<file path="config.mk">
export PLATFORM = sky130hd
export DESIGN_NAME = spg_div_cell
export DESIGN_NICKNAME = d
export VERILOG_FILES = /design/src/sv/spg_pkg.sv /design/src/sv/spg_div_cell.sv
export SDC_FILE = /design/constraint.sdc
export NUM_CORES = 1
export LEC_CHECK = 0
export BUFFER_PORTS_ARGS = -buffer_cell sky130_fd_sc_hd__buf_2
export CORE_ASPECT_RATIO = 0.6
export CORE_MARGIN = 5
export CORE_UTILIZATION = 45
export CTS_CLUSTER_DIAMETER = 100
export DETAILED_ROUTE_END_ITERATION = 8
export HOLD_SLACK_MARGIN = 0.05
export PLACE_DENSITY = 0.85
export SYNTH_ARGS = -nofsm -noshare
export SYNTH_HDL_FRONTEND = slang
export SYNTH_SLANG_ARGS = --single-unit
</file>
<file path="constraint.sdc">
create_clock -name clk -period 6.3 [get_ports clk]
set_input_delay 0.945 -clock clk [delete_from_list [all_inputs] [get_ports clk]]
set_output_delay 0.945 -clock clk [all_outputs]
set_load 0.01 [all_outputs]
</file>
<file path="src/sv/spg_pkg.sv">
package spg_pkg;

    // Field and register widths
    localparam int COEF_W       = 48;
    localparam int IDX_W        = 12;
    localparam int REG_W        = 32;
    localparam int CFG_IDX_W    = 2;
    localparam int MAX_SIZE     = 4096;
    localparam int IDX_MAX      = MAX_SIZE - 1;

    // Frequency weight arithmetic
    localparam int SQ_W         = 2 * IDX_W;
    localparam int PROD_W       = REG_W + SQ_W;
    localparam int DIV_W        = PROD_W + 2;
    localparam int LAMBDA_ALIGN = 12;

    // Gain: Q1.16, one extra quotient bit for rounding
    localparam int GAIN_FRAC    = 16;
    localparam int Q_W          = GAIN_FRAC + 1;
    localparam int G_W          = GAIN_FRAC + 1;
    localparam int N_CELLS      = Q_W;
    localparam logic [G_W-1:0] GAIN_ONE = G_W'(1) << GAIN_FRAC;

    // Final product, split into two halves of the magnitude
    localparam int HALF_W       = COEF_W / 2;
    localparam int PART_W       = HALF_W + G_W;
    localparam int SUM_W        = COEF_W + G_W;

    // Register map
    localparam logic [CFG_IDX_W-1:0] REG_LAMBDA  = CFG_IDX_W'(0);
    localparam logic [CFG_IDX_W-1:0] REG_X_SCALE = CFG_IDX_W'(1);
    localparam logic [CFG_IDX_W-1:0] REG_Y_SCALE = CFG_IDX_W'(2);

    localparam logic [REG_W-1:0] LAMBDA_RST  = REG_W'(0);
    localparam logic [REG_W-1:0] X_SCALE_RST = REG_W'(40426);
    localparam logic [REG_W-1:0] Y_SCALE_RST = REG_W'(40426);

    // How the gain is chosen for a word
    typedef enum logic [1:0] {
        FORCE_NONE = 2'd0,
        FORCE_PASS = 2'd1,
        FORCE_ZERO = 2'd2
    } force_t;

    // Side data travelling with the division
    typedef struct packed {
        force_t              force_sel;
        logic                neg;
        logic [COEF_W-1:0]   mag;
    } side_t;

    typedef struct packed {
        logic [DIV_W-1:0]    r;
        logic [DIV_W-1:0]    d;
        logic [Q_W-1:0]      q;
        side_t               side;
    } div_word_t;

endpackage

</file>
<file path="src/sv/spg_div_cell.sv">
// One restoring division step: shift remainder, trial subtract, quotient bit
module spg_div_cell import spg_pkg::*; (
    input  logic       clk,
    input  logic       rst_n,
    input  logic       up_valid,
    output logic       up_ready,
    input  div_word_t  up_word,
    output logic       dn_valid,
    input  logic       dn_ready,
    output div_word_t  dn_word
);

    logic             valid_reg;
    div_word_t        word_reg, word_next;
    logic [DIV_W:0]   r2, d_ext, r_new;
    logic             fits;

    assign up_ready = !valid_reg || dn_ready;

    // Trial subtract
    always_comb
    begin
        r2    = {up_word.r, 1'b0};
        d_ext = {1'b0, up_word.d};
        fits  = (r2 >= d_ext);
        r_new = fits ? (r2 - d_ext) : r2;
        word_next.r    = r_new[DIV_W-1:0];
        word_next.d    = up_word.d;
        word_next.q    = {up_word.q[Q_W-2:0], fits};
        word_next.side = up_word.side;
    end

    always_ff @(posedge clk or negedge rst_n)
    begin
        if (!rst_n)
            valid_reg <= 1'b0;
        else if (up_ready)
            valid_reg <= up_valid;
    end

    always_ff @(posedge clk)
    begin
        if (up_valid && up_ready)
            word_reg <= word_next;
    end

    assign dn_valid = valid_reg;
    assign dn_word  = word_reg;

    // Remainder stays below the divisor on a real division
    a_rem_below_div: assert property (@(posedge clk) disable iff (!rst_n)
        valid_reg && word_reg.side.force_sel == FORCE_NONE |-> word_reg.r < word_reg.d)
        else $error("division remainder reached divisor");

    // A blocked cell keeps its word
    a_hold_on_stall: assert property (@(posedge clk) disable iff (!rst_n)
        valid_reg && !dn_ready |=> valid_reg && $stable(word_reg))
        else $error("division cell lost a stalled word");

endmodule

</file>
After elaboration in Yosys (flattened, before gate mapping):

Cells that the tools add are included.

* add/subtract/negate cells: 1
* $lt $le $gt $ge: 1
* mux-type cells: 1
* reduce and logical (&&, ||, !) cells: 3

Operators with widths (number)
* 59-bit by 58-bit greater-or-equal comparator with 1-bit output: 1
* 58-bit two-way mux: 1
* 58-bit subtractor: 1
* 1-bit logical AND: 1
* 1-bit logical NOT: 1
* 1-bit logical OR: 1

* flip-flop bits (word level): 185
* input bits: 188
* word-level logic and storage cells: 14

Depth between registers and ports, before layout:

* word-level depth: 3
* depth in mapped cells: 15

Worst setup path before layout:

No wires, ideal clock.

* path kind: in2reg
* start point: input port dn_ready
* end point: register word_reg, in the netlist dn_word[0] (enable)
* library setup time: 0.567 ns
* arrival: 5.365 ns
* required time: 5.733 ns
* path slack: 0.368 ns
* stages on the path: 2
* cells stage by stage: nand2b_1 > and2_1

* word-level cells in the longest chain between the ends: 2

Ends and longest elaborated chain
* from (decl): line spg_div_cell.sv:9 `input logic dn_ready,`
* 1-bit logical OR: line spg_div_cell.sv:18 `assign up_ready = !valid_reg || dn_ready;`
* 1-bit logical AND: line spg_div_cell.sv:43 `if (up_valid && up_ready)`
* to (signal assigned): line spg_div_cell.sv:44 `word_reg <= word_next;`
* to (decl): line spg_div_cell.sv:14 `div_word_t word_reg, word_next;`

Every way passes these cells.
A chain may end at the register's enable or synchronous reset.

Worst setup path in the final report:

* start point: input port up_word[68] (netlist bit)
* end point: register word_reg, in the netlist dn_word[182], data pin

* word-level cells in the longest chain between the ends: 2
* elaborated cells between the ends (all ways): 3
* classes of those cells: add/sub (1); order compare (1); mux (1)

Ends and longest elaborated chain
* from (decl): line spg_div_cell.sv:7 `input div_word_t up_word,`
* 58-bit subtractor or 59-bit by 58-bit greater-or-equal comparator with 1-bit output (tied branches): line spg_div_cell.sv:26, spg_div_cell.sv:25
* 58-bit two-way mux (*): line spg_div_cell.sv:26 `r_new = fits ? (r2 - d_ext) : r2;`
* net r_new[56]: line spg_div_cell.sv:15 `logic [DIV_W:0] r2, d_ext, r_new;`

Mark *: on every way through the listed nets, which the timed path passes. The rest lies on a longest branch.

==> impl_results.md <==
* Clock Tree Buf Depth at 2
* Arr. time, crit path at 4.84 ns
* Post-route ant nets at 0
* Pleak at 0.00564 uW
* Max H-tree Level at 4
* Clock latency at the later pin of the worst-skew pair at 0.44 ns
* Commonest cells post-synth: edfxtp_1 (184), inv_1 (77), a21oi_1 (74)
* Post-synthesis cell type count at 60
* Crit path required time at 6.49 ns
* Port buffer count at 372
* Setup TNS at 0 ns
* RSZ-0062 raised after global routing: no
* Avg Inst Size Synth at 11.9 sq um
* Worst path slowest cell: o311ai_0
* Post-Route Utilization at 57.9%
* First-pass detailed-route iteration total at 5
* Via density per instance at 5.44
* Worst Skew at 0.0108 ns
* Routed WL at 30,600 um
* First-pass GRT wire length at 45,100 um
* Ranking of synthesized cells by area: edfxtp_1 (55%), ha_1 (7.2%), mux2_2 (5.6%), a21oi_1 (3.7%), inv_1 (2.9%)
* Row count at 42
* Outcome: complete, no violations
* CP endpoint kind: flop
* Final WS setup at 1.65 ns
* Ports at 374
* Peak supply drop at 183 uV
* R2r startpoint: dn_valid
* Core Area at 22,100 sq um
* Routed WL per cell at 20.2 um
* PD cells at 261 nW/um^2
* Ys Warns at 0
* Vias at 8,223
* Post-synth top area share at 54.8%
* Residual DRC count at 0
* Syn Std Cell Area at 10,100 sq um
* F_max at 215 MHz
* Max-Cap Viols at 0
* Instance count of the mapped netlist at 846
* Pins Over Slew Limit at 0
* Worst-path cell chain: buf_2 -> inv_1 -> fa_1 -> a211oi_1 -> nor2_1 -> o311ai_0 -> a311oi_1 -> nor3_1 -> a311o_1 -> a21oi_1 -> xor2_1 -> mux2_2
* Startpoint types: input port
* Die height at 126 um
* Post-synthesis register bit count at 185
* Share of post-route cells with drive strength above 1 at 38.6%
* Initial Util at 45.7%
* Reg2reg end: dn_word[180]
* Max incr delay on CP at 0.81 ns
* Slew margin rel. at 31.6%
* Dpl hpwl at 24,300 um
* Clock sinks at 185
* Die area at 25,600 sq um
* Placer congestion estimate at 0.957
* Inst Count DP at 1,476
* Post-Layout Cell Count at 1,512
* Yosys top cell by area: edfxtp_1
* Cell depth of the worst flop-to-flop path at 3
* Fillers at 1,859
* Area growth syn-to-layout at 26.6%
* Clock Tree Root: clkbuf_16
* Minimum clock period at 4.65 ns
* HP Class: input port to asynchronous set/reset pin
* Seq/Total Area, Yosys at 55.0%
* Initial antenna violation count at 5
* CTS tree: yes
* Most frequent cell after synthesis: edfxtp_1
* Number of synthesized flops with an enable pin at 184
* Worst slew pin tran at 1.03 ns
* Clk slew on worst S/H paths at 0.07 ns
* Post-CTS Hold Fix Bufs at 0
* Vias in the first global route at 7,965
* Die width at 203 um
* Post-CTS sizing at 0
* Detailed Route Iter0 Violations at 638
* Maximum fanout along the worst path at 6
* Setup Buffers After CTS at 0
* GR Overflow Total at 0
* Synthesized Nets at 1,093
* Final Hold Vio Count at 0
* DP Area at 12,200 sq um
* Final period util at 73.7%
* GRT Overall Usage at 23.0%
* Most used DFF post-synth: edfxtp_1
* Crit Path Category: input port to flop
* Post-Place Worst Slack at 1.28 ns
* Fraction of registers with async set/reset at 0.541%
* Final instance area at 12,800 sq um
* Reg2Reg Setup Slack at 4.41 ns
* Largest net degree at the start of global routing at 185
* Setup-failing EPs final at 0
* Nets at 1,456
* TritonCTS buffer count at 17
[layout make-up]
cell class / instances / area, sq um / share of cell area (%)
flip-flops and latches: 185 / 5550 / 43.4
multi-input cells: 553 / 4090 / 32.0
repair buffers: 375 / 1900 / 14.8
clock buffers: 17 / 425 / 3.33
well taps: 286 / 358 / 2.80
inverters: 77 / 289 / 2.26
clock inverters: 15 / 160 / 1.25
diodes: 4 / 10.0 / 0.0784
[where the power goes]
group	internal [uW]	switching, uW
logic	322	440
registers	1480	21.2
clock network	529	540
[per-layer routing]
layer | vias up | wire (um) | track usage, %
met2 | 401 | 13900 | 35.9
met5 | - | 25 | 0
met4 | 4 | 497 | 6.14
li1 | 3904 | - | -
met1 | 3879 | 12900 | 30.8
met3 | 35 | 3160 | 7.94
[placed cells by master (no fill, tap or decap), drive strengths merged, types with 8 or more instances in the layout]
| master | instances |
|---|---|
| clkinv | 8 |
| mux2 | 50 |
| a21o | 32 |
| a31oi | 9 |
| a211oi | 9 |
| nand2 | 53 |
| a21oi | 74 |
| xor2 | 22 |
| o21ai | 37 |
| o31ai | 9 |
| xnor2 | 23 |
| nor3 | 11 |
| clkbuf | 17 |
| o21a | 8 |
| inv | 82 |
| buf | 375 |
| o21bai | 14 |
| nor2 | 41 |
| nand3 | 15 |
| nand4 | 20 |
| ha | 58 |
| edfxtp | 184 |
[worst max-delay path by stage]
stage,startpoint,end,cells past startpoint
detailed placement,up_word[68],dn_word[182],12
global route,up_word[68],dn_word[182],12
global placement,up_word[68],dn_word[182],12
floorplan,dn_ready,dn_word[0],2
finish,up_word[68],dn_word[182],12
CTS,up_word[68],dn_word[182],12
[per-stage QoR]
step           power [uW]  hold slack [ns]
3_5_place_dp         2280            0.554
3_3_place_gp         2260            0.516
2_1_floorplan        2020            0.622
5_1_grt              3490            0.238
4_1_cts              3340            0.245
6_report             3330            0.268
[critical path, delay by kind of cell]
kind / cells / cell delay, ns
AO/OA/AOI/OAI: 5 / 2.08
AND/OR/NAND/NOR: 2 / 0.69
adder cells (fa/ha/maj): 1 / 0.48
multiplexers: 1 / 0.27
XOR/XNOR: 1 / 0.18
buffers and inverters: 2 / 0.17
[sequential cells by signal, summed over array words and instances (netlist names)]
register  flops
dn_word     184
dn_valid      1
[cell families (layout without fill, tap and decap cells)]
kind of cell,count (synthesis),after routing,share of synthesized area (%)
other cells,0,4,0
mux,52,52,5.78
compound gates,227,227,15.4
buf+inv,108,484,4.56
xor+xnor,45,45,3.91
fa+ha+maj,59,59,7.39
flops,185,185,55.0
simple gates,170,170,7.95
Note: power is estimated with default switching activity, not from simulation.
