<file path="config.mk">
export PLATFORM = sky130hd
export DESIGN_NAME = spg_weight
export DESIGN_NICKNAME = d
export VERILOG_FILES = /design/src/sv/spg_pkg.sv /design/src/sv/spg_weight.sv
export SDC_FILE = /design/constraint.sdc
export NUM_CORES = 2
export LEC_CHECK = 0
export ABC_AREA = 1
export BUFFER_PORTS_ARGS = -buffer_cell sky130_fd_sc_hd__buf_2
export CORE_MARGIN = 2
export CORE_UTILIZATION = 37
export DETAILED_ROUTE_END_ITERATION = 12
export GPL_ROUTABILITY_DRIVEN = 0
export MAX_ROUTING_LAYER = met4
export PLACE_DENSITY = 0.62
export SLEW_MARGIN = 20
export SYNTH_ARGS = -nofsm -noshare
export SYNTH_HDL_FRONTEND = slang
export SYNTH_SLANG_ARGS = --single-unit
</file>
<file path="constraint.sdc">
create_clock -name clk -period 17.6 [get_ports clk]
set_input_delay 0.88 -clock clk [delete_from_list [all_inputs] [get_ports clk]]
set_output_delay 0.88 -clock clk [all_outputs]
set_load 0.05 [all_outputs]
</file>
<file path="src/sv/spg_pkg.sv">
package spg_pkg;

    // Field and register widths
    localparam int COEF_W       = 48;
    localparam int IDX_W        = 12;
    localparam int REG_W        = 32;
    localparam int CFG_IDX_W    = 2;
    localparam int MAX_SIZE     = 4096;
    localparam int IDX_MAX      = MAX_SIZE - 1;

    // Frequency weight arithmetic
    localparam int SQ_W         = 2 * IDX_W;
    localparam int PROD_W       = REG_W + SQ_W;
    localparam int DIV_W        = PROD_W + 2;
    localparam int LAMBDA_ALIGN = 12;

    // Gain: Q1.16, one extra quotient bit for rounding
    localparam int GAIN_FRAC    = 16;
    localparam int Q_W          = GAIN_FRAC + 1;
    localparam int G_W          = GAIN_FRAC + 1;
    localparam int N_CELLS      = Q_W;
    localparam logic [G_W-1:0] GAIN_ONE = G_W'(1) << GAIN_FRAC;

    // Final product, split into two halves of the magnitude
    localparam int HALF_W       = COEF_W / 2;
    localparam int PART_W       = HALF_W + G_W;
    localparam int SUM_W        = COEF_W + G_W;

    // Register map
    localparam logic [CFG_IDX_W-1:0] REG_LAMBDA  = CFG_IDX_W'(0);
    localparam logic [CFG_IDX_W-1:0] REG_X_SCALE = CFG_IDX_W'(1);
    localparam logic [CFG_IDX_W-1:0] REG_Y_SCALE = CFG_IDX_W'(2);

    localparam logic [REG_W-1:0] LAMBDA_RST  = REG_W'(0);
    localparam logic [REG_W-1:0] X_SCALE_RST = REG_W'(40426);
    localparam logic [REG_W-1:0] Y_SCALE_RST = REG_W'(40426);

    // How the gain is chosen for a word
    typedef enum logic [1:0] {
        FORCE_NONE = 2'd0,
        FORCE_PASS = 2'd1,
        FORCE_ZERO = 2'd2
    } force_t;

    // Side data travelling with the division
    typedef struct packed {
        force_t              force_sel;
        logic                neg;
        logic [COEF_W-1:0]   mag;
    } side_t;

    typedef struct packed {
        logic [DIV_W-1:0]    r;
        logic [DIV_W-1:0]    d;
        logic [Q_W-1:0]      q;
        side_t               side;
    } div_word_t;

endpackage

</file>
<file path="src/sv/spg_weight.sv">
// Front end: index squares, scaled weights, divisor set-up (three stages)
module spg_weight import spg_pkg::*; (
    input  logic               clk,
    input  logic               rst_n,
    input  logic               up_valid,
    output logic               up_ready,
    input  logic [COEF_W-1:0]  coefficient,
    input  logic [IDX_W-1:0]   col_index,
    input  logic [IDX_W-1:0]   row_index,
    input  logic [REG_W-1:0]   lambda,
    input  logic [REG_W-1:0]   x_scale,
    input  logic [REG_W-1:0]   y_scale,
    output logic               dn_valid,
    input  logic               dn_ready,
    output div_word_t          dn_word
);

    logic              s1_valid_reg, s2_valid_reg, s3_valid_reg;
    logic              s1_ready, s2_ready;
    logic [SQ_W-1:0]   s1_col2_reg, s1_row2_reg, s1_col2_next, s1_row2_next;
    side_t             s1_side_reg, s1_side_next;
    logic [PROD_W-1:0] s2_px_reg, s2_py_reg, s2_px_next, s2_py_next;
    side_t             s2_side_reg;
    div_word_t         s3_word_reg, s3_word_next;
    logic [IDX_W-1:0]  col_c, row_c;
    logic [DIV_W-1:0]  c_sum;

    // Ready ripples back; a stage takes a word when empty or draining
    assign s2_ready = !s3_valid_reg || dn_ready;
    assign s1_ready = !s2_valid_reg || s2_ready;
    assign up_ready = !s1_valid_reg || s1_ready;

    // Stage 1: clamp, square, sign split, special cases
    always_comb
    begin
        col_c = (32'(col_index) > IDX_MAX) ? IDX_W'(IDX_MAX) : col_index;
        row_c = (32'(row_index) > IDX_MAX) ? IDX_W'(IDX_MAX) : row_index;
        s1_col2_next = SQ_W'(col_c) * SQ_W'(col_c);
        s1_row2_next = SQ_W'(row_c) * SQ_W'(row_c);
        s1_side_next.neg = coefficient[COEF_W-1];
        s1_side_next.mag = coefficient[COEF_W-1] ? (~coefficient + COEF_W'(1))
                                                 : coefficient;
        if (lambda == '0)
            s1_side_next.force_sel = FORCE_PASS;
        else if (col_c == '0 && row_c == '0)
            s1_side_next.force_sel = FORCE_ZERO;
        else
            s1_side_next.force_sel = FORCE_NONE;
    end

    // Stage 2: scale by the per-axis factors
    assign s2_px_next = PROD_W'(x_scale) * PROD_W'(s1_col2_reg);
    assign s2_py_next = PROD_W'(y_scale) * PROD_W'(s1_row2_reg);

    // Stage 3: weight c and divisor d = c + lambda aligned to Q.28
    always_comb
    begin
        c_sum = DIV_W'(s2_px_reg) + DIV_W'(s2_py_reg);
        s3_word_next.r    = c_sum;
        s3_word_next.d    = c_sum + (DIV_W'(lambda) << LAMBDA_ALIGN);
        s3_word_next.q    = '0;
        s3_word_next.side = s2_side_reg;
    end

    // Valid bits
    always_ff @(posedge clk or negedge rst_n)
    begin
        if (!rst_n)
        begin
            s1_valid_reg <= 1'b0;
            s2_valid_reg <= 1'b0;
            s3_valid_reg <= 1'b0;
        end
        else
        begin
            if (up_ready) s1_valid_reg <= up_valid;
            if (s1_ready) s2_valid_reg <= s1_valid_reg;
            if (s2_ready) s3_valid_reg <= s2_valid_reg;
        end
    end

    // Payload registers
    always_ff @(posedge clk)
    begin
        if (up_valid && up_ready)
        begin
            s1_col2_reg <= s1_col2_next;
            s1_row2_reg <= s1_row2_next;
            s1_side_reg <= s1_side_next;
        end
        if (s1_valid_reg && s1_ready)
        begin
            s2_px_reg   <= s2_px_next;
            s2_py_reg   <= s2_py_next;
            s2_side_reg <= s1_side_reg;
        end
        if (s2_valid_reg && s2_ready)
            s3_word_reg <= s3_word_next;
    end

    assign dn_valid = s3_valid_reg;
    assign dn_word  = s3_word_reg;

endmodule

</file>
# After elaboration in Yosys (flattened, before gate mapping)
# Cells that the tools add are included.
# Widths: inputs -> output; s select.
totals:
  wordCells: 42
  output_inout_bits: 186
  regBits: 432
classes:
  n_addsub: 3
  bitwise: 1
  n_reduce_logical: 13
  n_mux: 2
  mul: 4
op_table:
  columns: ["operator", "count"]
  rows:
  - ["$mul 32x24->56", 2]
  - ["$add 57x44->58", 1]
  - ["$add 56x56->57", 1]
  - ["$add 48x1->48 const B", 1]
  - ["$mul 12x12->24", 2]
  - ["$not 48->48", 1]
  - ["$mux 47", 1]
  - ["$logic_not 32->1", 1]
  - ["$logic_not 12->1", 2]
  - ["$logic_and 1x1->1", 4]
  - ["$logic_not 1->1", 3]
  - ["$logic_or 1x1->1", 3]
  - ["$mux 2", 1]

# Depth between registers and ports, before layout
depth:
  depth_word: 5
  ltp_mapped: 30
  mapped_depth_nobuf: 29

# Worst setup path after synthesis
# Ideal clock, no wire load.
synth_path:
  kind: "input port to flip-flop"
  from: "input port dn_ready"
  to: "register s3_word_reg (netlist bit dn_word[0]) (enable)"
  setup_ns: 0.718
  cell_stages: 2
  slack_ns: 8.599
  t_arrival_ns: 8.283
  path_buffers: 0
  path_cell_list: "inv_1 -> a21oi_1"
synth_between:
  elab_chain_cells: 2
synth_rtl:
  columns: ["item", "line_no", "text"]
  rows:
  - ["start, declared", "spg_weight.sv:14", "input logic dn_ready,"]
  - ["$logic_or 1x1->1", "spg_weight.sv:29", "assign s2_ready = !s3_valid_reg || dn_ready;"]
  - ["$logic_and 1x1->1", "spg_weight.sv:97", "if (s2_valid_reg && s2_ready)"]
  - ["end signal, assigned", "spg_weight.sv:98", "s3_word_reg <= s3_word_next;"]
  - ["end, declared", "spg_weight.sv:24", "div_word_t s3_word_reg, s3_word_next;"]
# Every way passes these cells.
# A chain may end at the register's enable or synchronous reset.

# Worst setup path in the final report
layout_path:
  from: "register s1_col2_reg[9]"
  to: "register s2_px_reg[48], data pin"
layout_between:
  elab_chain_cells: 1
layout_rtl:
  columns: ["item", "line_no", "text"]
  rows:
  - ["start, declared", "spg_weight.sv:20", "logic [SQ_W-1:0] s1_col2_reg, s1_row2_reg, s1_col2_next, s1_row2_next;"]
  - ["start signal, assigned", "spg_weight.sv:87", "s1_col2_reg <= s1_col2_next;"]
  - ["$mul 32x24->56", "spg_weight.sv:52", "assign s2_px_next = PROD_W'(x_scale) * PROD_W'(s1_col2_reg);"]
  - ["net s2_px_next[48]", "spg_weight.sv:22", "logic [PROD_W-1:0] s2_px_reg, s2_py_reg, s2_px_next, s2_py_next;"]
  - ["end signal, assigned", "spg_weight.sv:93", "s2_px_reg <= s2_px_next;"]
  - ["end, declared", "spg_weight.sv:22", null]
# The timed path passes the listed nets, and every way through them passes these cells.

==> out/metrics.cfg <==
[route]
drt_iter0_markers=4451
drcViolationCount=0
dr.pass1.iters=6
drt_wl_total_um=222000
antenna_left=0
vias=60700
avgRoutedWirePerCell_um=17.6
vias_per_cell=4.81

[yosys]
synth_adder_area_share_pct=46.0
synthArstFlopShare_pct=0.719
synth_top_family_by_area=adder cells
syn_avg_cell_area_um2=8.20
syn_inst=9589
synth_top_cell_by_area=fa_1
syn_area_um2=78600
yosysMostFrequentCell=inv_1
yosysSeqAreaShare_pct=15.9
synth_mux_area_share_pct=0
synth_seq_cells=417
yosys.area_share.simple_pct=15.5
synth-xor-area-share_pct=3.03
synth_top_cells_by_count=inv_1 (2931), nand2_1 (2453), fa_1 (1417)
synth.top_cell.area_share_pct=36.1
ys.warnings.count=0
synth_flop_cell=edfxtp_1
synth_compound_area_share_pct=3.75
ys_types=58
synth_area_leaders=fa_1 (36%), edfxtp_1 (16%), inv_1 (14%)
synth_edf_count=414

[critical_path]
end_kind=register
critPathMaxFanout=32
rr_worst_depth=22
cp-start-kind=register
cp-endpoint=s2_px_reg[48]$_DFFE_PP_
r2r_end=s2_px_reg[48]$_DFFE_PP_
cp_data_arrival_time_ns=7.68
reg2reg_slack_ns=10.36
r2r_start=s1_col2_reg[9]$_DFFE_PP_
path_class=reg -> reg
crit_required_ns=18.04
crit_start=s1_col2_reg[9]$_DFFE_PP_

[placement]
hpwlAfterDp_um=180000
numPortBuffers=339
place_inst=12500

[finish]
largest_reg_flops=154
syn_to_final_growth_pct=7.75
fillCellCount=21300
nNetsFinal=11900
drive_gt1_share_pct=5.95
instances_no_fill=12600

[sta]
finalSetupTns_ns=0
tightest_slew_ns=0.920
finalSetupViolCount=0
fin_crit_sh_pct=41.2
finalClockSkew_ns=0.0274
fin_crit_ns=7.25
timing.final.hold_violations=0
max_freq_mhz=138
maxSlewHeadroom_pct=38.6
slew_violations=0
rsz0062_at_grt=false

[die]
boundaryPins=358
die_x_um=465
dieHeight_um=465
dieArea_um2=216000
rows=169
start_util_pct=37.1
core_area_um2=212000

[global_route]
antenna_found_initial=41
grt_pass1_vias=65000
track_usage_pct=21.5
grt_first_pass_wirelength_um=356000
overflow=0
grt_max_degree=83

[cts]
tritoncts=yes
clk_pin_slew_ns=0.06
root_buffer=clkbuf_16
cts-buffers-inserted=51
clk_latency_ns=0.64
clockBufferDepth=3
cts_sinks=417
htree_levels=2

[job]
drv_cap=0

[hold_path]
hold_path.class=reg -> reg

[run_status]
outcome=completed

worst min-delay path by stage:
stage	start	to	slack, ns	depth (start not counted)
finish	s1_side_reg[45]$_DFFE_PP_	s2_side_reg[45]$_DFFE_PP_	0.41	0
global route	s2_side_reg[2]$_DFFE_PP_	dn_word[2]$_DFFE_PP_	0.42	0
CTS	s2_side_reg[32]$_DFFE_PP_	dn_word[32]$_DFFE_PP_	0.41	0
detailed placement	s2_side_reg[1]$_DFFE_PP_	dn_word[1]$_DFFE_PP_	0.40	0
global placement	s1_side_reg[19]$_DFFE_PP_	s2_side_reg[19]$_DFFE_PP_	0.40	0
floorplan	s2_side_reg[0]$_DFFE_PP_	dn_word[0]$_DFFE_PP_	0.40	0
metrics by stage:
step	area (um2)	hold WS, ns	util (%)	setup WS, ns
after floorplan	78700	0.400	-	8.60
after global placement	83000	0.402	39.2	9.93
after detailed placement	83000	0.405	39.2	9.88
after CTS	84600	0.415	40.0	10.41
after global routing	84700	0.421	40.0	10.03
final	84700	0.412	40.0	10.36
timing repair:
item                                   CTS  global route
hold buffers                             1             0
endpoints found under the hold margin    3             0
setup buffers                            0             0
gates resized for setup                  0             0
kinds of logic after synthesis:
group | Yosys count
XOR/XNOR | 272
other | 1
buffers and inverters | 3280
flip-flops | 417
AO/OA/AOI/OAI | 527
AND/OR/NAND/NOR | 3054
adder cells (fa/ha/maj) | 2038
routing by layer:
layer  GRT usage (%)  vias to the layer above  part of all wire [%]
li1                -                    27900                     -
met1            26.2                    30000                    40
met2            35.8                     2308                    48
met3            3.16                      498                   7.4
met4            8.39                        0                   4.6
met5               -                        -                     0
final cells by class:
type | instances | area (um2) | area share (%)
diodes | 28 | 70.1 | 0.0827
repair buffers | 391 | 2090 | 2.47
clock inverters | 35 | 327 | 0.386
well taps | 2821 | 3530 | 4.17
flip-flops and latches | 417 | 12500 | 14.8
multi-input cells | 5911 | 53800 | 63.5
clock buffers | 58 | 1320 | 1.56
inverters | 2953 | 11100 | 13.1
cells in the final DEF (no fill, tap or decap), drive strengths merged, types with 28 or more instances in the layout:
master,count
nand2,2483
xnor2,100
nand3,103
diode,28
nor3,35
nand4,38
inv,2959
clkbuf,58
a21oi,247
a31oi,56
nor2,344
buf,390
ha,621
nor4,31
o21ai,138
fa,1417
xor2,172
edfxtp,414
critical path, cell delays in order, from the launching register on:
cell,delay (ns)
edfxtp_1,0.31
buf_4,0.49
nand2_1,0.17
fa_1,0.57
inv_1,0.05
fa_1,0.52
inv_1,0.05
fa_1,0.51
inv_1,0.06
fa_1,0.56
fa_1,0.46
fa_1,0.51
inv_1,0.06
fa_1,0.47
inv_1,0.04
ha_1,0.44
nand2_1,0.12
nor2_1,0.15
inv_1,0.09
nor4_1,0.60
nand3_1,0.15
o211ai_1,0.35
xor2_1,0.29
Power is not shown: default switching activity piles up to over one toggle a cycle in this logic, so the estimate is an artifact.
