### src/sv/spg_pkg.sv
package spg_pkg;

    // Field and register widths
    localparam int COEF_W       = 48;
    localparam int IDX_W        = 12;
    localparam int REG_W        = 32;
    localparam int CFG_IDX_W    = 2;
    localparam int MAX_SIZE     = 4096;
    localparam int IDX_MAX      = MAX_SIZE - 1;

    // Frequency weight arithmetic
    localparam int SQ_W         = 2 * IDX_W;
    localparam int PROD_W       = REG_W + SQ_W;
    localparam int DIV_W        = PROD_W + 2;
    localparam int LAMBDA_ALIGN = 12;

    // Gain: Q1.16, one extra quotient bit for rounding
    localparam int GAIN_FRAC    = 16;
    localparam int Q_W          = GAIN_FRAC + 1;
    localparam int G_W          = GAIN_FRAC + 1;
    localparam int N_CELLS      = Q_W;
    localparam logic [G_W-1:0] GAIN_ONE = G_W'(1) << GAIN_FRAC;

    // Final product, split into two halves of the magnitude
    localparam int HALF_W       = COEF_W / 2;
    localparam int PART_W       = HALF_W + G_W;
    localparam int SUM_W        = COEF_W + G_W;

    // Register map
    localparam logic [CFG_IDX_W-1:0] REG_LAMBDA  = CFG_IDX_W'(0);
    localparam logic [CFG_IDX_W-1:0] REG_X_SCALE = CFG_IDX_W'(1);
    localparam logic [CFG_IDX_W-1:0] REG_Y_SCALE = CFG_IDX_W'(2);

    localparam logic [REG_W-1:0] LAMBDA_RST  = REG_W'(0);
    localparam logic [REG_W-1:0] X_SCALE_RST = REG_W'(40426);
    localparam logic [REG_W-1:0] Y_SCALE_RST = REG_W'(40426);

    // How the gain is chosen for a word
    typedef enum logic [1:0] {
        FORCE_NONE = 2'd0,
        FORCE_PASS = 2'd1,
        FORCE_ZERO = 2'd2
    } force_t;

    // Side data travelling with the division
    typedef struct packed {
        force_t              force_sel;
        logic                neg;
        logic [COEF_W-1:0]   mag;
    } side_t;

    typedef struct packed {
        logic [DIV_W-1:0]    r;
        logic [DIV_W-1:0]    d;
        logic [Q_W-1:0]      q;
        side_t               side;
    } div_word_t;

endpackage

### src/sv/spg_scale.sv
// Back end: gain rounding, split product, rounding and sign restore
module spg_scale import spg_pkg::*; (
    input  logic               clk,
    input  logic               rst_n,
    input  logic               up_valid,
    output logic               up_ready,
    input  div_word_t          up_word,
    output logic               dn_valid,
    input  logic               dn_ready,
    output logic [COEF_W-1:0]  dn_result
);

    logic               g_valid_reg, p_valid_reg, o_valid_reg;
    logic               g_ready, p_ready;
    logic [G_W-1:0]     g_reg, g_next;
    logic [Q_W:0]       q_inc;
    logic               g_neg_reg, p_neg_reg;
    logic [COEF_W-1:0]  g_mag_reg;
    logic [PART_W-1:0]  p_lo_reg, p_hi_reg, p_lo_next, p_hi_next;
    logic [SUM_W-1:0]   sum;
    logic [COEF_W-1:0]  rmag, o_res_reg, o_res_next;

    assign p_ready  = !o_valid_reg || dn_ready;
    assign g_ready  = !p_valid_reg || p_ready;
    assign up_ready = !g_valid_reg || g_ready;

    // Gain: quotient rounded half up, or forced
    always_comb
    begin
        q_inc = {1'b0, up_word.q} + (Q_W+1)'(1);
        case (up_word.side.force_sel)
            FORCE_PASS: g_next = GAIN_ONE;
            FORCE_ZERO: g_next = '0;
            default:    g_next = q_inc[G_W:1];
        endcase
    end

    // Two half-width partial products
    assign p_lo_next = PART_W'(g_mag_reg[HALF_W-1:0]) * PART_W'(g_reg);
    assign p_hi_next = PART_W'(g_mag_reg[COEF_W-1:HALF_W]) * PART_W'(g_reg);

    // Recombine, round to nearest, reapply sign
    always_comb
    begin
        sum = (SUM_W'(p_hi_reg) << HALF_W) + SUM_W'(p_lo_reg)
            + (SUM_W'(1) << (GAIN_FRAC - 1));
        rmag = sum[GAIN_FRAC +: COEF_W];
        o_res_next = p_neg_reg ? (~rmag + COEF_W'(1)) : rmag;
    end

    always_ff @(posedge clk or negedge rst_n)
    begin
        if (!rst_n)
        begin
            g_valid_reg <= 1'b0;
            p_valid_reg <= 1'b0;
            o_valid_reg <= 1'b0;
        end
        else
        begin
            if (up_ready) g_valid_reg <= up_valid;
            if (g_ready)  p_valid_reg <= g_valid_reg;
            if (p_ready)  o_valid_reg <= p_valid_reg;
        end
    end

    always_ff @(posedge clk)
    begin
        if (up_valid && up_ready)
        begin
            g_reg     <= g_next;
            g_neg_reg <= up_word.side.neg;
            g_mag_reg <= up_word.side.mag;
        end
        if (g_valid_reg && g_ready)
        begin
            p_lo_reg  <= p_lo_next;
            p_hi_reg  <= p_hi_next;
            p_neg_reg <= g_neg_reg;
        end
        if (p_valid_reg && p_ready)
            o_res_reg <= o_res_next;
    end

    assign dn_valid  = o_valid_reg;
    assign dn_result = o_res_reg;

    // Gain never exceeds unity, so the result cannot grow
    a_gain_unity: assert property (@(posedge clk) disable iff (!rst_n)
        g_valid_reg |-> g_reg <= GAIN_ONE)
        else $error("gain above unity");

endmodule

### config.mk
export PLATFORM = sky130hd
export DESIGN_NAME = spg_scale
export DESIGN_NICKNAME = d
export VERILOG_FILES = /design/src/sv/spg_pkg.sv /design/src/sv/spg_scale.sv
export SDC_FILE = /design/constraint.sdc
export NUM_CORES = 2
export LEC_CHECK = 0
export BUFFER_PORTS_ARGS = -buffer_cell sky130_fd_sc_hd__buf_2
export CORE_MARGIN = 2
export CORE_UTILIZATION = 40
export CTS_CLUSTER_DIAMETER = 30
export DETAILED_ROUTE_END_ITERATION = 8
export GPL_ROUTABILITY_DRIVEN = 0
export SLEW_MARGIN = 20
export SYNTH_ARGS = -nofsm -noshare
export SYNTH_HDL_FRONTEND = slang
export SYNTH_SLANG_ARGS = --single-unit
export TNS_END_PERCENT = 10
### constraint.sdc
create_clock -name clk -period 7.5 [get_ports clk]
set_clock_uncertainty 0.05 [all_clocks]
set_input_delay 0.75 -clock clk [delete_from_list [all_inputs] [get_ports clk]]
set_output_delay 0.75 -clock clk [all_outputs]
set_load 0.005 [all_outputs]
# == Word-level counts from Yosys, hierarchy flattened ==
# Cells that the tools add are included.
# totals
register_bits,199
input_bits,188
word_cells,30
# op_classes
add_sub_neg,4
n_mul,2
eq_ne,2
muxes,2
bitwise_logic,1
n_reduce_logical,9
# op_table
op,n
"64-bit by 16-bit adder with 64-bit output, second input constant",1
64-bit by 41-bit adder with 64-bit output,1
"48-bit by 1-bit adder with 48-bit output, second input constant",1
48-bit two-way mux,1
48-bit inverter,1
24-bit by 17-bit multiplier with 41-bit output,1
24-bit by 17-bit multiplier with 40-bit output,1
17-bit case mux with 2 select lines,1
"17-bit by 1-bit adder with 18-bit output, second input constant",1
1-bit logical AND,3
1-bit logical NOT,3
1-bit logical OR,3
"2-bit by 1-bit == test with 1-bit output, second input constant",1
"2-bit == test, second input constant",1

# == Depth between registers and ports, before layout ==
# logic_depth
depth_word,5
ltp_mapped,27

# == Worst setup path after synthesis ==
# No wires, ideal clock.
# synth_timing
path_type,reg-to-reg
from,register g_reg[10]
to,register p_hi_reg[38] (data pin)
arrival_ps,6504
path_slack_ps,685
path_stages_with_launch,26
path_buffers,3
period_less_slack_ps,6815
cell_sequence,edfxtp_1 -> clkbuf_1 -> clkbuf_1 -> nand2_1 -> fa_1 -> inv_1 -> fa_1 -> fa_1 -> fa_1 -> fa_1 -> inv_1 -> fa_1 -> inv_1 -> ha_1 -> clkbuf_1 -> a21o_1 -> a21oi_1 -> o21ai_0 -> nand2_1 -> o21ai_0 -> a41o_1 -> a21oi_1 -> o31ai_1 -> a221oi_1 -> o21ai_0 -> a311o_1
# synth_via
elab_chain_cells,1
# synth_lines
item,line_no,text
start: declaration,spg_scale.sv:15,"logic [G_W-1:0] g_reg, g_next;"
start signal: assignment,spg_scale.sv:71,g_reg <= g_next;
24-bit by 17-bit multiplier with 40-bit output,spg_scale.sv:40,assign p_hi_next = PART_W'(g_mag_reg[COEF_W-1:HALF_W]) * PART_W'(g_reg);
via p_hi_next[38],spg_scale.sv:19,"logic [PART_W-1:0] p_lo_reg, p_hi_reg, p_lo_next, p_hi_next;"
end signal: assignment,spg_scale.sv:78,p_hi_reg <= p_hi_next;
end: declaration,spg_scale.sv:19,
# The timed path passes the listed nets, and every way through them passes these cells.
# A chain may end at the register's enable or synchronous reset.

# == Worst setup path in the final report ==
# layout_timing
from,register g_mag_reg[36]
to,register p_hi_reg[39] (data pin)
# layout_via
elab_chain_cells,1
# layout_lines
item,line_no,text
start: declaration,spg_scale.sv:18,logic [COEF_W-1:0] g_mag_reg;
start signal: assignment,spg_scale.sv:73,g_mag_reg <= up_word.side.mag;
24-bit by 17-bit multiplier with 40-bit output,spg_scale.sv:40,
via p_hi_next[39],spg_scale.sv:19,
# The timed path passes the listed nets, and every way through them passes these cells.

==> results.cfg <==
[clock_network]
htreeDepth = 4
cts_root_buf = clkbuf_16
cts.sinks = 184
clock_path_buffers = 2
worstSkewPairLatency_ns = 0.51
cts_tree = done
numCtsBuffers = 17
path_clk_slew_ns = 0.10

[sta]
min_period_ns = 7.155
rsz0062_at_grt = false
setup_violations = 0
layout_worst_path_cycle_share_pct = 95.40
slew_headroom_pct = 34.79
hold_viol_final = 0
tightest_slew_ns = 0.9763
fmax_mhz = 139.8
setup_ws_ns = 0.3452
tns_ns = 0
finalMaxSlewViolations = 0
whs_ns = 0.3476

[global_routing]
grt_usage_pct = 20.43
grt_pass1_wl_mm = 141.2
grt_max_degree = 68
grt_pass1_vias = 25630
grt_antenna_before_repair = 2
gr-total-overflow = 0

[yosys]
synth-compound-area-share_pct = 5.392
async_flop_share_pct = 1.630
synth_nets = 4765
synth_area_leaders = fa_1 (38%), edfxtp_1 (16%), inv_1 (9.1%), ha_1 (8.9%), and2_1 (6.2%)
synth.top_cell.area_share_pct = 38.11
postSynthCellCount = 3677
synth_top_family_by_area = adder cells
synthAdderAreaFrac_pct = 47.01
synth_cell_type_count = 75
synth_edf_count = 181
ys.flop_type = edfxtp_1
yosys.area_share.simple_pct = 16.34
synthMuxAreaShare_pct = 0.08727
yosysTopAreaCell = fa_1
ys_ff_latch = 184
yosys.area_share.xor_xnor_pct = 4.200
syn_area_per_cell_um2 = 9.358
synth.cell_area_mm2 = 0.03441
ys_seq_area_share_pct = 16.01
synth_warnings = 0

[min_path]
whs_endpoint = g_mag_reg[14]$_DFFE_PP_
hold_path_class = input port to register
min_path_cells = 1
worstHoldStart = up_word[14]

[critical_path]
critical_path_required_ns = 7.70
ff2ff_path_depth = 24
slowest_delay_ns = 0.80
r2r_slack_ns = 0.35
endpoint_kind = register
path_class = register to register
cp_cell_sequence = nand2_1, fa_1, inv_1, fa_1, inv_1, fa_1, inv_1, fa_1, fa_1, inv_1, fa_1, inv_1, ha_1, a21o_1, a311oi_1, o21bai_1, a21oi_1, a21oi_1, o311ai_0, a31o_2, a31oi_1, a21o_1, a21oi_1, xnor2_1
path_max_fanout = 14
reg2reg_from = g_mag_reg[36]$_DFFE_PP_
crit_top_cell = fa_1
cp.arrival_ns = 7.35
crit_slowest_cell = edfxtp_1
r2r_end = p_hi_reg[39]$_DFFE_PP_
startpoint_type = register

[route]
routedWlPerCell_um = 17.53
wl_mm = 86.48
via_per_inst = 4.922
vias = 24280
remaining_drc_errors = 0
ant_nets = 0
drt-pass1-iter-count = 5
drt_iter0_markers = 1470

[floorplan]
die-area_mm2 = 0.08839
start_util_pct = 40.41
design.portCount = 238
fp.dieH_um = 297.3
coreArea_mm2 = 0.08515
row_count = 107
die_x_um = 297.3

[placed_design]
dpl.hpwl_mm = 68.39
dp_slack_ns = 0.3640
portBuffers = 121

[final_layout]
area_delta_synth_final_pct = 9.236
diodes = 0
drive_gt1_share_pct = 8.234
nets = 4864

[outcome]
status = complete, no violations

[job]
maxCapViolCount = 0
-- per-stage QoR --
step / cells / cell area, um2 / utilization, %
finish: 4933 / 37590 / 44.15
global route: 4933 / 37590 / 44.15
CTS: 4920 / 37440 / 43.97
detailed placement: 4887 / 36830 / 43.25
global placement: 4887 / 36830 / 43.25
floorplan: 3677 / 34410 / -
-- synth_stat cells (all sizes together), types with 3 or more instances --
| library cell | n |
|---|---|
| o211ai | 9 |
| fa | 655 |
| o211a | 3 |
| nand4 | 23 |
| and2 | 339 |
| nand2 | 564 |
| nor3 | 20 |
| nand3 | 37 |
| nor2b | 10 |
| nand2b | 17 |
| o21ai | 54 |
| a21oi | 75 |
| or2 | 13 |
| xnor2 | 116 |
| inv | 831 |
| and3 | 23 |
| a21boi | 3 |
| nor4 | 4 |
| a21o | 38 |
| mux2i | 3 |
| a22oi | 3 |
| xor2 | 49 |
| buf | 6 |
| o21a | 14 |
| a211o | 5 |
| dfrtp | 3 |
| a221oi | 3 |
| nor2 | 65 |
| a211oi | 11 |
| a41o | 3 |
| a31oi | 15 |
| or4 | 3 |
| clkbuf | 162 |
| nor3b | 5 |
| a31o | 6 |
| ha | 245 |
| or3 | 6 |
| a2111oi | 3 |
| o21bai | 10 |
| o31ai | 7 |
| edfxtp | 181 |
| and4 | 10 |
-- placed cells by master (no fill, tap or decap), types with 49 or more instances in the layout --
| master | n |
|---|---|
| and2_1 | 336 |
| nor2_1 | 65 |
| edfxtp_1 | 181 |
| xor2_1 | 49 |
| buf_2 | 121 |
| ha_1 | 245 |
| fa_1 | 655 |
| o21ai_0 | 50 |
| nand2_1 | 564 |
| a21oi_1 | 75 |
| xnor2_1 | 116 |
| buf_4 | 108 |
| inv_1 | 830 |
-- cell type report --
cell class	instances	area, um2
Timing Repair Buffer	248	1787
Tap cell	1144	1431
Clock buffer	18	429.2
Sequential cell	184	5510
Fill cell	8392	47560
Inverter	831	3119
Clock inverter	14	175.2
Multi-Input combinational cell	2494	25140
-- repair_timing --
action                                  CTS  global route
buffers inserted                          0            13
endpoints found under the hold margin     3             0
hold buffers                              1             0
gates resized for setup                   0             0
endpoints found under the setup margin    0             3
-- routing by layer --
layer	global-route usage, %	part of all wire, %
met1	29.80	48
met2	31.30	44
met3	3.666	6.8
met4	5.423	1.7
met5	0	0.015
-- cell families (layout without fill, tap and decap cells) --
| group | after synthesis | count (layout) |
|---|---|---|
| buffers and inverters | 999 | 1111 |
| AO/OA/AOI/OAI | 279 | 279 |
| multiplexers | 3 | 3 |
| flip-flops | 184 | 184 |
| XOR/XNOR | 165 | 165 |
| adder cells (fa/ha/maj) | 900 | 900 |
| AND/OR/NAND/NOR | 1147 | 1147 |
-- worst max path at each step --
stage,depth (start not counted),start,endpoint
final,24,g_mag_reg[36]$_DFFE_PP_,p_hi_reg[39]$_DFFE_PP_
after global routing,24,g_mag_reg[34]$_DFFE_PP_,p_hi_reg[39]$_DFFE_PP_
after CTS,23,g_reg[10]$_DFFE_PP_,p_hi_reg[39]$_DFFE_PP_
after detailed placement,23,g_reg[10]$_DFFE_PP_,p_hi_reg[39]$_DFFE_PP_
after global placement,23,g_reg[10]$_DFFE_PP_,p_hi_reg[38]$_DFFE_PP_
after floorplan,25,g_reg[10]$_DFFE_PP_,p_hi_reg[38]$_DFFE_PP_
-- worst max-delay path, delay by kind of cell, from the launching register on --
family | cells | cell delay (ns)
buf+inv | 5 | 0.27
simple gates | 1 | 0.18
xor+xnor | 1 | 0.11
fa+ha+maj | 7 | 3.44
flops | 1 | 0.80
compound gates | 10 | 2.05
Power is left out: the tool's default activity adds up to more than one toggle a clock period on the data nets, which glitch-free logic cannot reach.
